<file path="config.mk">
export PLATFORM = sky130hd
export DESIGN_NAME = ipv6_transport_checksum_check
export DESIGN_NICKNAME = d
export VERILOG_FILES = /design/src/sv/ipv6csc_pkg.sv /design/src/sv/ipv6_transport_checksum_check.sv
export SDC_FILE = /design/constraint.sdc
export NUM_CORES = 1
export LEC_CHECK = 0
export ABC_AREA = 1
export BUFFER_PORTS_ARGS = -buffer_cell sky130_fd_sc_hd__buf_4
export CORE_MARGIN = 3
export CORE_UTILIZATION = 35
export CTS_CLUSTER_DIAMETER = 150
export CTS_CLUSTER_SIZE = 20
export DETAILED_ROUTE_END_ITERATION = 7
export PLACE_DENSITY = 0.48
export SYNTH_ARGS = -nofsm -noshare
export SYNTH_HDL_FRONTEND = slang
export SYNTH_SLANG_ARGS = --single-unit
</file>
<file path="constraint.sdc">
create_clock -name clk_i -period 6.6 [get_ports clk_i]
set_input_delay 1.32 -clock clk_i [delete_from_list [all_inputs] [get_ports clk_i]]
set_output_delay 1.32 -clock clk_i [all_outputs]
set_load 0.02 [all_outputs]
</file>
<file path="src/sv/ipv6csc_pkg.sv">
package ipv6csc_pkg;

  localparam logic [7:0]  PROTO_UDP    = 8'd17;
  localparam logic [7:0]  PROTO_ICMPV6 = 8'd58;
  localparam logic [5:0]  MIN_PACKET   = 6'd48;
  localparam logic [5:0]  ADDR_START   = 6'd8;
  localparam logic [5:0]  PLEN_HI_POS  = 6'd4;
  localparam logic [5:0]  PLEN_LO_POS  = 6'd5;
  localparam logic [5:0]  NH_POS       = 6'd6;
  localparam logic [5:0]  ICMP_CK_HI   = 6'd42;
  localparam logic [5:0]  ICMP_CK_LO   = 6'd43;
  localparam logic [5:0]  UDP_LEN_HI   = 6'd44;
  localparam logic [5:0]  UDP_LEN_LO   = 6'd45;
  localparam logic [5:0]  UDP_CK_HI    = 6'd46;
  localparam logic [5:0]  UDP_CK_LO    = 6'd47;
  localparam logic [15:0] ALL_ONES     = 16'hffff;

  typedef enum logic [1:0] {
    ST_MATCH    = 2'd0,
    ST_MISMATCH = 2'd1,
    ST_UNSUP    = 2'd2,
    ST_TRUNC    = 2'd3
  } status_e;

  // Ones'-complement add with end-around carry; one fold covers two 16-bit operands.
  function automatic logic [15:0] oc_add(input logic [15:0] a, input logic [15:0] b);
    logic [16:0] s;
    s = {1'b0, a} + {1'b0, b};
    return s[15:0] + {15'd0, s[16]};
  endfunction

endpackage

</file>
<file path="src/sv/ipv6_transport_checksum_check.sv">
// IPv6 UDP/ICMPv6 checksum checker and filler. Feed the packet one byte per
// transaction from the first IPv6 header byte, with last_byte_i on the final byte.
// The block takes one byte every cycle while in_stall_o is low; each byte pair costs
// one 16-bit end-around add into the running sum. Only the final byte yields a
// result via final-byte and output registers: fill_value_o is the value to write into
// the transport checksum field (network order) and status_o reports match, mismatch,
// unsupported next header or a packet shorter than 48 bytes (fill value 0 then).
// The output register lets new bytes flow in while a result waits on out_stall_i.
module ipv6_transport_checksum_check (
  input  logic        clk_i,
  input  logic        rst_ni,
  input  logic        in_valid_i,
  output logic        in_stall_o,
  input  logic [7:0]  data_byte_i,
  input  logic        last_byte_i,
  output logic        out_valid_o,
  input  logic        out_stall_i,
  output logic [15:0] fill_value_o,
  output logic [1:0]  status_o
);
  import ipv6csc_pkg::*;

  // input register
  logic       in_valid_q;
  logic [7:0] data_q;
  logic       last_q;

  // per-packet state
  logic [5:0]  pos_q;
  logic        phase_q;
  logic [7:0]  pend_q;
  logic [7:0]  nh_q;
  logic [15:0] plen_q;
  logic [15:0] sum_q;
  logic [15:0] rx_q;
  logic [15:0] ulen_q;

  // final-byte register
  logic        fin_valid_q;
  logic [15:0] fin_sum_q;
  logic [15:0] fin_lp_q;
  logic [15:0] fin_rx_q;
  logic        fin_udp_q;
  logic        fin_icmp_q;
  logic        fin_trunc_q;

  // output register
  logic        out_valid_q;
  logic [15:0] out_fill_q;
  status_e     out_status_q;

  logic        out_ready;
  logic        fin_go;
  logic        proc;

  logic [7:0]  nh_d;
  logic [15:0] plen_d;
  logic [15:0] ulen_d;
  logic [15:0] rx_d;
  logic [7:0]  pend_d;
  logic [15:0] sum_d;
  logic [5:0]  pos_d;
  logic        is_udp;
  logic        is_icmp;
  logic        is_ck;
  logic [7:0]  eff;
  logic [15:0] addend;
  logic [15:0] lp_d;

  logic [15:0] fin_s;
  logic [15:0] fin_ans;
  logic [15:0] fill_d;
  status_e     status_d;

  assign out_ready  = !out_valid_q || !out_stall_i;
  assign fin_go     = !fin_valid_q || out_ready;
  assign proc       = in_valid_q && fin_go;
  assign in_stall_o = in_valid_q && !fin_go;

  // byte processing
  always_comb begin
    nh_d   = (pos_q == NH_POS) ? data_q : nh_q;
    plen_d = plen_q;
    if (pos_q == PLEN_HI_POS) plen_d[15:8] = data_q;
    if (pos_q == PLEN_LO_POS) plen_d[7:0]  = data_q;
    is_udp  = (nh_d == PROTO_UDP);
    is_icmp = (nh_d == PROTO_ICMPV6);
    ulen_d = ulen_q;
    if (is_udp && pos_q == UDP_LEN_HI) ulen_d[15:8] = data_q;
    if (is_udp && pos_q == UDP_LEN_LO) ulen_d[7:0]  = data_q;
    is_ck = (is_udp && (pos_q == UDP_CK_HI || pos_q == UDP_CK_LO)) ||
            (is_icmp && (pos_q == ICMP_CK_HI || pos_q == ICMP_CK_LO));
    rx_d = rx_q;
    if (is_ck && !pos_q[0]) rx_d[15:8] = data_q;
    if (is_ck && pos_q[0])  rx_d[7:0]  = data_q;
    eff    = (pos_q < ADDR_START || is_ck) ? 8'd0 : data_q;
    addend = phase_q ? {pend_q, eff} : {eff, 8'd0};
    sum_d  = (phase_q || last_q) ? oc_add(sum_q, addend) : sum_q;
    pend_d = phase_q ? pend_q : eff;
    pos_d  = (pos_q < MIN_PACKET) ? pos_q + 6'd1 : pos_q;
    lp_d   = oc_add(is_udp ? ulen_d : plen_d,
                    {8'd0, is_udp ? PROTO_UDP : PROTO_ICMPV6});
  end

  // result from the captured final sum
  always_comb begin
    fin_s   = oc_add(fin_sum_q, fin_lp_q);
    fin_ans = ~fin_s;
    if (fin_udp_q && fin_ans == 16'd0) fin_ans = ALL_ONES;
    if (fin_trunc_q) begin
      fill_d   = 16'd0;
      status_d = ST_TRUNC;
    end else if (!fin_udp_q && !fin_icmp_q) begin
      fill_d   = 16'd0;
      status_d = ST_UNSUP;
    end else if (fin_icmp_q && fin_ans == 16'd0 && fin_rx_q == ALL_ONES) begin
      fill_d   = 16'd0;
      status_d = ST_MATCH;
    end else begin
      fill_d   = fin_ans;
      status_d = (fin_ans == fin_rx_q) ? ST_MATCH : ST_MISMATCH;
    end
  end

  always_ff @(posedge clk_i or negedge rst_ni) begin
    if (!rst_ni) begin
      in_valid_q  <= 1'b0;
      fin_valid_q <= 1'b0;
      out_valid_q <= 1'b0;
      pos_q       <= '0;
      phase_q     <= 1'b0;
      pend_q      <= '0;
      nh_q        <= '0;
      plen_q      <= '0;
      sum_q       <= '0;
      rx_q        <= '0;
      ulen_q      <= '0;
    end else begin
      if (!in_stall_o) begin
        in_valid_q <= in_valid_i;
      end
      if (fin_go) begin
        fin_valid_q <= proc && last_q;
      end
      if (out_ready) begin
        out_valid_q <= fin_valid_q;
      end
      if (proc) begin
        if (last_q) begin
          // clear for the next packet
          pos_q   <= '0;
          phase_q <= 1'b0;
          pend_q  <= '0;
          nh_q    <= '0;
          plen_q  <= '0;
          sum_q   <= '0;
          rx_q    <= '0;
          ulen_q  <= '0;
        end else begin
          pos_q   <= pos_d;
          phase_q <= ~phase_q;
          pend_q  <= pend_d;
          nh_q    <= nh_d;
          plen_q  <= plen_d;
          sum_q   <= sum_d;
          rx_q    <= rx_d;
          ulen_q  <= ulen_d;
        end
      end
    end
  end

  always_ff @(posedge clk_i) begin
    if (in_valid_i && !in_stall_o) begin
      data_q <= data_byte_i;
      last_q <= last_byte_i;
    end
    if (proc && last_q) begin
      fin_sum_q   <= sum_d;
      fin_lp_q    <= lp_d;
      fin_rx_q    <= rx_d;
      fin_udp_q   <= is_udp;
      fin_icmp_q  <= is_icmp;
      fin_trunc_q <= (pos_q < MIN_PACKET - 6'd1);
    end
    if (fin_valid_q && out_ready) begin
      out_fill_q   <= fill_d;
      out_status_q <= status_d;
    end
  end

  assign out_valid_o  = out_valid_q;
  assign fill_value_o = out_fill_q;
  assign status_o     = out_status_q;

  a_pos_sat: assert property (@(posedge clk_i) disable iff (!rst_ni)
    pos_q <= MIN_PACKET)
    else $error("byte position beyond saturation");

  a_clear_after_last: assert property (@(posedge clk_i) disable iff (!rst_ni)
    proc && last_q |=> pos_q == 6'd0 && !phase_q && sum_q == 16'd0)
    else $error("packet state not cleared after final byte");

  a_no_fill_on_error: assert property (@(posedge clk_i) disable iff (!rst_ni)
    out_valid_q && (out_status_q == ST_TRUNC || out_status_q == ST_UNSUP)
      |-> out_fill_q == 16'd0)
    else $error("nonzero fill value with error status");

  a_result_follows_last: assert property (@(posedge clk_i) disable iff (!rst_ni)
    fin_go |=> fin_valid_q == $past(proc && last_q))
    else $error("final-byte register out of step with input");

endmodule
</file>
==> summary.txt <==
Power
  – PD cells: 229 nW/um^2
  – Combinational share of power: 0.257
  – Part of the power in registers: 0.396
  – Switching Fraction: 0.356
  – Clock Power Share: 0.347
  – Switch Pwr: around 1.1 mW
  – Leakage: roughly 6.5 nW
  – Cell internal pwr: just under 2 mW
  – Max VDD drop: approximately 180 uV

Yosys
  – Top_reg_cell synth: dfrtp_1
  – Simple-Gate Fraction of Synth Area: 0.328
  – Post-synthesis mux area share: 0
  – Cell Area, Synth: around 12000 um^2
  – Unique cell type count in the Yosys netlist: 50
  – Synthesis-stage register bit count: ~170
  – Syn_nets: 1658
  – Number of synthesized flops with an enable pin: just under 80
  – Async SR Flop Fraction: 0.536
  – Seq/Total Area, Yosys: 0.391
  – Largest family of logic cells by synthesized area: simple AND/OR/NAND/NOR gates
  – Syn. warnings: 0
  – Adder-Cell Fraction of Synth Area: 0.0531
  – Avg Synthesized Cell Area: roughly 7.4 um^2
  – Synthesized instance count: between 1500 and 2000
  – Compound-gate portion of the synthesized area: 0.105
  – Synth Area in XOR/XNOR: 0.0216

Routing
  – WL final: 32200 um
  – Starting DRT DRC Count: approximately 650
  – DRC violations left: 0
  – Routed len/inst: roughly 15 um
  – Post-DRT Antenna Nets: 0
  – DR vias/cell: 4.89
  – Vias: slightly above 10000
  – 1st-pass router iterations: 5

STA
  – Post-Route Setup TNS: 0 ps
  – Max Fclk: 169 MHz
  – Final setup fails: 0
  – Clk_skew: approximately 14 ps
  – Hold Vio Cnt, Final: 0
  – Worst Max-Slew Pin Slew: 1010 ps
  – Max Slew Vio Count: 0
  – Tmin final: a little under 6000 ps
  – Normalized max-slew margin: 0.328
  – Part of the cycle the worst path needs: 0.894

Setup path
  – Crit end category: flop
  – Crit path DAT: about 6300 ps
  – Crit Path Max Fanout: 8
  – Most frequent CP cell: nand2_1
  – R2R Setup Slk: ~700 ps
  – CP Launch Type: flop
  – Crit path from: pos_q[4]$_DFFE_PN0P_
  – Slowest-stage cell, CP: dfrtp_1
  – Critical Setup Path Class: reg2reg
  – Crit-path max cell delay: around 470 ps
  – Worst R2R Start: pos_q[4]$_DFFE_PN0P_
  – Setup crit end: sum_q[14]$_DFFE_PN0P_
  – Worst path required time: 6990 ps
  – R2R depth: between 40 and 50
  – Worst r2r dst: sum_q[14]$_DFFE_PN0P_

Final layout
  – Number of fill cells in the layout: 3432
  – Final net count: approximately 1700
  – Layout cells sized above 1: 0.126
  – Design Area, Final: between 10000 and 15000 um^2
  – Most frequent cells in the layout: nand2_1, inv_1, nand3_1, nor2_1, dfrtp_1
  – Number of antenna diodes: 0
  – Post-layout util: 0.403
  – Commonest non-fill, non-tap cell in the layout: nand2_1
  – Area Overhead vs Synth: 12.4%

Clock tree
  – # hold bufs at CTS: 0
  – CTS Sinks: between 150 and 200
  – CTS tree: yes
  – Clock Latency Late Sink: approximately 450 ps
  – Clock transition at path regs: 80 ps
  – Total CTS buffers: 17
  – Clock Tree Root: clkbuf_16
  – H-tree levels: 4
  – Clock tree buffer depth: 2

Run
  – Max Cap Viol: 0

Status
  – Outcome: finished, final reports clean

GRT
  – Antenna violations before repair: 0
  – First-pass GRT wire length: about 52000 um
  – GRT overflow: 0
  – Number of global-route vias before repair: between 9000 and 10000
  – Pin count of the biggest net entering global routing: 49
  – Tot GR Track Use: 0.184

Die
  – Num ports: 33
  – Die Y: 189 um
  – Effective utilization at floorplan: 0.358
  – Row count: 66
  – Die width: 189 um
  – Die area: 35800 um^2
  – Core area: about 33000 um^2

Place
  – Routability cong.: about 0.83
  – DP Wirelength: between 20000 and 25000 um
  – Cell area after placement: around 13000 um^2
  – Input/output buffers: 32

Worst hold path
  – Min-Delay Path Class: reg2reg
-- logic make-up after synthesis --
logic type | count (synthesis)
AOI/OAI and AO/OA | 214
xor gates and xnor gates | 29
adders and majority gates | 48
buffers and inverters | 302
DFF | 168
and+or+nand+nor | 836
-- metrics by stage --
step                      setup slack, ps  power [mW]  cells  hold slack, ps
after floorplan                       592        1.76   1597             433
after global placement                242        1.99   2055             462
after detailed placement             48.9        1.99   2055             460
after CTS                            40.0        3.05   2087             483
after global routing                -33.1        3.20   2091             517
final                                 698        3.02   2091             478
-- critical path, delay by kind of cell, from the launching register on --
kind | cells | cell delay (ps)
AOI/OAI and AO/OA | 8 | 1230
adders and majority gates | 4 | 770
buffers and inverters | 8 | 650
DFF | 1 | 470
and+or+nand+nor | 25 | 2690
-- cell type report --
class                   instances  area (um^2)  area share
clock buffers                  18          439      0.0333
clock inverters                14          166      0.0126
inverters                     265         1000      0.0761
multi-input cells            1128         6020       0.456
flip-flops and latches        168         4600       0.348
well taps                     442          553      0.0419
repair buffers                 56          420      0.0319
-- flip-flops by register name, indices dropped and copies added (netlist names), 2 cells and up --
signal / count
fin_rx_q: 16
plen_q: 16
nh_q: 8
rx_q: 16
data_q: 8
pend_q: 8
ulen_q: 16
fill_value_o: 16
sum_q: 16
fin_sum_q: 16
fin_lp_q: 16
status_o: 2
pos_q: 6
-- routing by layer --
layer / part of all wire / vias to the layer above / global-route usage
li1: - / 5244 / -
met1: 0.49 / 4756 / 0.262
met2: 0.46 / 189 / 0.292
met3: 0.036 / 36 / 0.0289
met4: 0.015 / 0 / 0.0484
met5: 0 / - / 0
-- what timing repair did --
item / in CTS / in global routing
gates resized for setup: 2 / 14
setup endpoints to repair: 1 / 13
pin swaps: 0 / 2
cloned: 0 / 1
buffers inserted: 0 / 3
-- synthesized netlist by cell type (all sizes together) (3+ instances only) --
cell,number,area share
a21oi,58,0.025
a22o,14,0.010
buf,15,0.0087
clkbuf,22,0.0070
dfrtp,90,0.19
edfxtp,78,0.20
fa,3,0.0051
ha,45,0.048
inv,263,0.084
nand2,497,0.17
nand3,135,0.067
nand3b,6,0.0049
nand4,28,0.015
nor2,145,0.059
nor3,11,0.0047
nor4,5,0.0027
o21a,5,0.0032
o21ai,81,0.035
o21bai,5,0.0032
o22ai,47,0.025
or2,6,0.0034
xnor2,5,0.0037
xor2,24,0.018
-- power by group through the flow --
stage | clock [mW] | sequential [mW] | combinational, mW
floorplan | 0 | 1.21 | 0.542
global placement | 0 | 1.21 | 0.770
detailed placement | 0 | 1.21 | 0.772
CTS | 1.08 | 1.19 | 0.775
global route | 1.12 | 1.20 | 0.886
finish | 1.05 | 1.20 | 0.776
-- how the worst min path moves through the flow --
stage / from / slack, ps / end / depth (start not counted)
floorplan: fin_valid_q$_DFFE_PN0N_ / 430 / out_valid_o$_DFFE_PN0P_ / 2
global placement: fin_valid_q$_DFFE_PN0N_ / 460 / out_valid_o$_DFFE_PN0P_ / 2
detailed placement: fin_valid_q$_DFFE_PN0N_ / 460 / out_valid_o$_DFFE_PN0P_ / 2
CTS: fin_valid_q$_DFFE_PN0N_ / 480 / out_valid_o$_DFFE_PN0P_ / 2
global route: plen_q[2]$_DFFE_PN0P_ / 520 / plen_q[2]$_DFFE_PN0P_ / 2
finish: fin_valid_q$_DFFE_PN0N_ / 480 / out_valid_o$_DFFE_PN0P_ / 2
No activity file was read; power rests on OpenSTA's default activity.
